===== config.mk =====
export PLATFORM = sky130hd
export DESIGN_NAME = pol_cell
export DESIGN_NICKNAME = d
export VERILOG_FILES = /design/src/rtl/pol_pkg.sv /design/src/rtl/pol_cell.sv
export SDC_FILE = /design/constraint.sdc
export NUM_CORES = 1
export LEC_CHECK = 0
export BUFFER_PORTS_ARGS = -buffer_cell sky130_fd_sc_hd__buf_2
export CAP_MARGIN = 0
export CORE_AREA = 5 5 61 118
export DETAILED_ROUTE_END_ITERATION = 8
export DIE_AREA = 0 0 66 123
export PLACE_DENSITY = 0.79
export SYNTH_ARGS = -nofsm -noshare
export SYNTH_HDL_FRONTEND = slang
export SYNTH_SLANG_ARGS = --single-unit

===== constraint.sdc =====
create_clock -name clk -period 2.35 [get_ports clk]
set_clock_uncertainty 0.2 [all_clocks]
set_input_delay 0 -clock clk [delete_from_list [all_inputs] [get_ports clk]]
set_output_delay 0 -clock clk [all_outputs]
set_load 0.05 [all_outputs]

===== src/rtl/pol_pkg.sv =====
`timescale 1ns / 1ps
// Shared types and codes for the positional ordered list.
// No dependencies; imported by pol_cell and positional_ordered_list.
package pol_pkg;

    localparam int POS_W   = 6;
    localparam int CNT_W   = 7;
    localparam int DATA_W  = 32;
    localparam int STAT_W  = 2;
    localparam int FUNC_W  = 2;

    localparam logic [FUNC_W-1:0] FUNC_INSERT = 2'd0;
    localparam logic [FUNC_W-1:0] FUNC_GET    = 2'd1;
    localparam logic [FUNC_W-1:0] FUNC_DELETE = 2'd2;
    localparam logic [FUNC_W-1:0] FUNC_CLEAR  = 2'd3;

    localparam logic [STAT_W-1:0] ST_OK    = 2'd0;
    localparam logic [STAT_W-1:0] ST_FULL  = 2'd1;
    localparam logic [STAT_W-1:0] ST_RANGE = 2'd2;

    localparam logic [CNT_W-1:0] CAP_RESET = 7'd64;

    typedef struct packed {
        logic [FUNC_W-1:0] func;
        logic [POS_W-1:0]  position;
        logic [DATA_W-1:0] value;
    } pol_in_t;

    typedef struct packed {
        logic [DATA_W-1:0] value_out;
        logic [STAT_W-1:0] status;
        logic [CNT_W-1:0]  count;
    } pol_out_t;

    // Broadcast to every cell in the chain.
    typedef struct packed {
        logic             ins;
        logic             del;
        logic [CNT_W-1:0] pos;
    } pol_ctl_t;

endpackage


===== src/rtl/pol_cell.sv =====
`timescale 1ns / 1ps
// One entry of the ordered list: holds a word, shifts with its neighbors.
// Depends on pol_pkg.
module pol_cell #(
    parameter int WORD_BITS = 32,
    parameter int IDX_W     = 7,
    parameter int IDX       = 0
) (
    input  logic                  clk,
    input  pol_pkg::pol_ctl_t     ctl,
    input  logic [WORD_BITS-1:0]  new_word,
    input  logic [WORD_BITS-1:0]  lo_word,
    input  logic [WORD_BITS-1:0]  hi_word,
    output logic [WORD_BITS-1:0]  word,
    output logic [WORD_BITS-1:0]  rd_word
);
    import pol_pkg::*;

    localparam logic [IDX_W-1:0] MY_IDX = IDX_W'(IDX);

    logic [WORD_BITS-1:0] word_reg;
    logic [WORD_BITS-1:0] word_next;
    logic [IDX_W-1:0]     pos_ext;
    logic                 hit;
    logic                 above;

    assign pos_ext = IDX_W'(ctl.pos);
    assign hit     = (pos_ext == MY_IDX);
    assign above   = (MY_IDX > pos_ext);

    always_comb
    begin
        word_next = word_reg;
        if (ctl.ins)
        begin
            if (hit)
                word_next = new_word;
            else if (above)
                word_next = lo_word;
        end
        else if (ctl.del)
        begin
            if (hit || above)
                word_next = hi_word;
        end
    end

    always_ff @(posedge clk)
    begin
        word_reg <= word_next;
    end

    assign word    = word_reg;
    // AND-OR read: only the addressed cell drives a nonzero word
    assign rd_word = hit ? word_reg : '0;

endmodule


==> reports/metrics.cfg <==
[placed_design]
placed_standard_cell_area_um2=2990
gp_congestion=0.756
dp.final_hpwl_mm=5.58
buffers_added_on_ports=169
dp_cells=461

[hold_path]
whs_endpoint=word[28]$_DFFE_PP_
startpoint_of_the_lowest_slack_hold_path=ctl[7]
timing.hold.worst.class=input pin to flip-flop
timing.hold.worst_path_depth=3

[die]
area_inside_the_core_boundary_um2=6210
initial_core_util_pct=33.6
boundaryPins=170
fp.dieArea_um2=8120
fp.dieH_um=123
floorplan.die.width_um=66
std_cell_rows=41

[critical_path]
cp_max_fo=19
crit_required_ns=2.17
worstSetupEndpointType=flip-flop
path_cells=buf_2, or4_4, o21ai_0, a31oi_1, dlygate4sd3_1
crit_path_top_delay_cell=sky130_fd_sc_hd__or4_4
path_delay_family=buffers and inverters
critical_path.n_buffers_inverters=2
category_of_the_critical_setup_timing_path=input pin to flip-flop
startpoint_type=input pin
max_stage_delay_ns=0.67
critPathArrivalTime_ns=1.79

[clock_network]
root_buffer_selected_by_cts=sky130_fd_sc_hd__clkbuf_16
clkSlewWorstSetupHoldPaths_ns=0.05
cts.htree.levels=2
cts-hold-fix-buffers=64
cts-buffers-inserted=5
clock_sinks=32
clock_path_buffers=2
clock_tree_from_tritoncts=built
cts_setup_buffers=0
cts_resized=0

[global_route]
grt_antenna_before_repair=0
grt_max_degree=65
first_global_vias=2700
grt_usage_pct=20.6
globalRoute.totalOverflow=0
grt_pass1_wl_mm=12.9

[routing]
detail_route.drc_violations=0
dr_total_vias=2736
number_of_vias_per_cell_after_detailed_routing=5.13
dr.first_iter.drc_count=209
totalWireLength_mm=8.35
drt_pass1_iterations=5
postRouteAntennaNets=0
avgRoutedWirePerCell_um=15.7

[sta]
max_slew_margin_pct=53.9
final-max-slew-violation-count=0
timing_worst_slew_pin_value_ns=0.691
timing_hold_violations_final=0
finalSetupViolations=0
setup_repair_after_global_routing_missed_its_margin=false
fmaxAchievable_ghz=0.508
final.min_clock_period_ns=1.97
fin_crit_sh_pct=83.8
final.setup.tns_ns=0

[yosys]
synth-warning-count=0
synthCells=224
mappedNetlistArea_um2=2090
synth_seq_area_share_pct=46.1
synthesis.area_per_instance_um2=9.31
synth_cell_types=23
number_of_flip_flops_and_latches_in_the_synthesized_netlist=32
syn_nets=330

[cells_and_area]
syn_to_final_growth_pct=82.3
layout.cells.most_common=sky130_fd_sc_hd__buf_2
design.final.nets=552
design_area_um2=3800
antenna_cells=0
layout.cells.most_common_list=169 x sky130_fd_sc_hd__buf_2, 64 x sky130_fd_sc_hd__dlygate4sd3_1, 32 x sky130_fd_sc_hd__and3_1, 32 x sky130_fd_sc_hd__edfxtp_1, 22 x sky130_fd_sc_hd__a21oi_1
instances_no_fill=533
largest_reg_flops=32
layout-drive-gt1-share_pct=43.0
n_fill_cell=489

[run_status]
status=finished clean

[job]
timing.max_cap.violations=0

[power]
power.leakage_nw=1.87
power_density_nw_per_um2=452
post-layout-total-power_mw=1.72
vdd.ir_drop.worst_v=0.000308

layout make-up:
class | instances | area [µm²] | area share (%)
well taps | 86 | 108 | 2.83
clock inverters | 3 | 42.5 | 1.12
clock buffers | 5 | 125 | 3.29
flip-flops and latches | 32 | 961 | 25.3
multi-input cells | 166 | 998 | 26.3
repair buffers | 240 | 1560 | 41.1
inverters | 1 | 3.75 | 0.0987
layer usage:
layer | up-vias | global-route usage (%) | part of all wire [%]
met5 | - | 0 | 0
met4 | 0 | 8.91 | 2.3
met3 | 16 | 6.45 | 13
met2 | 212 | 35.9 | 49
met1 | 1213 | 22.6 | 35
li1 | 1295 | - | -
worst min-delay path: stages:
cell                     delay, ns
sky130_fd_sc_hd__buf_2        0.08
sky130_fd_sc_hd__o21a_1       0.14
sky130_fd_sc_hd__buf_12       0.21
cells by family after synthesis:
family	synth area share [%]
simple gates	25.3
buf+inv	6.36
flops	46.1
compound gates	22.3
metrics by stage:
step | hold WS (ns) | utilization (%) | setup WS [ns]
2_1_floorplan | 0.0153 | - | 0.0442
3_3_place_gp | 0.107 | 48.2 | 0.381
3_5_place_dp | 0.115 | 48.2 | 0.355
4_1_cts | 0.116 | 61.3 | 0.483
5_1_grt | 0.153 | 61.3 | 0.345
6_report | 0.115 | 61.3 | 0.381
synthesized netlist by cell type:
library cell | number | share of area (%)
sky130_fd_sc_hd__nand3_1 | 10 | 2.4
sky130_fd_sc_hd__inv_1 | 1 | 0.18
sky130_fd_sc_hd__buf_2 | 4 | 0.96
sky130_fd_sc_hd__a221o_1 | 10 | 4.8
sky130_fd_sc_hd__clkbuf_1 | 17 | 3.1
sky130_fd_sc_hd__o21a_1 | 1 | 0.36
sky130_fd_sc_hd__nor3_2 | 1 | 0.48
sky130_fd_sc_hd__or3_1 | 1 | 0.30
sky130_fd_sc_hd__nor2_1 | 18 | 3.2
sky130_fd_sc_hd__buf_4 | 1 | 0.36
sky130_fd_sc_hd__or4_4 | 1 | 0.54
sky130_fd_sc_hd__nand2_1 | 14 | 2.5
sky130_fd_sc_hd__edfxtp_1 | 32 | 46
sky130_fd_sc_hd__a21oi_1 | 22 | 5.3
sky130_fd_sc_hd__a31oi_1 | 18 | 5.4
sky130_fd_sc_hd__and2_1 | 14 | 4.2
sky130_fd_sc_hd__o21ai_0 | 18 | 4.3
sky130_fd_sc_hd__buf_8 | 1 | 0.72
sky130_fd_sc_hd__and3_1 | 32 | 9.6
sky130_fd_sc_hd__buf_6 | 2 | 1.1
sky130_fd_sc_hd__nor2_8 | 1 | 0.96
sky130_fd_sc_hd__a221o_2 | 4 | 2.2
sky130_fd_sc_hd__nor4_4 | 1 | 1.0
report_power, final:
group	leakage [nW]	total, mW	switching, mW	internal, mW
combinational	1.50	0.358	0.153	0.206
sequential	0.289	0.638	0.00140	0.637
clock	0.0798	0.723	0.226	0.497
worst max-delay path by stage:
stage | start | to | slack (ns) | cells after the start
after detailed placement | ctl[4] | word[12]$_DFFE_PP_ | 0.36 | 5
after global routing | ctl[4] | word[16]$_DFFE_PP_ | 0.34 | 5
final | ctl[4] | word[16]$_DFFE_PP_ | 0.38 | 5
after global placement | ctl[4] | word[25]$_DFFE_PP_ | 0.38 | 5
after CTS | ctl[4] | word[9]$_DFFE_PP_ | 0.48 | 6
after floorplan | ctl[4] | word[0]$_DFFE_PP_ | 0.04 | 5
(Power assumes the default switching activity.)
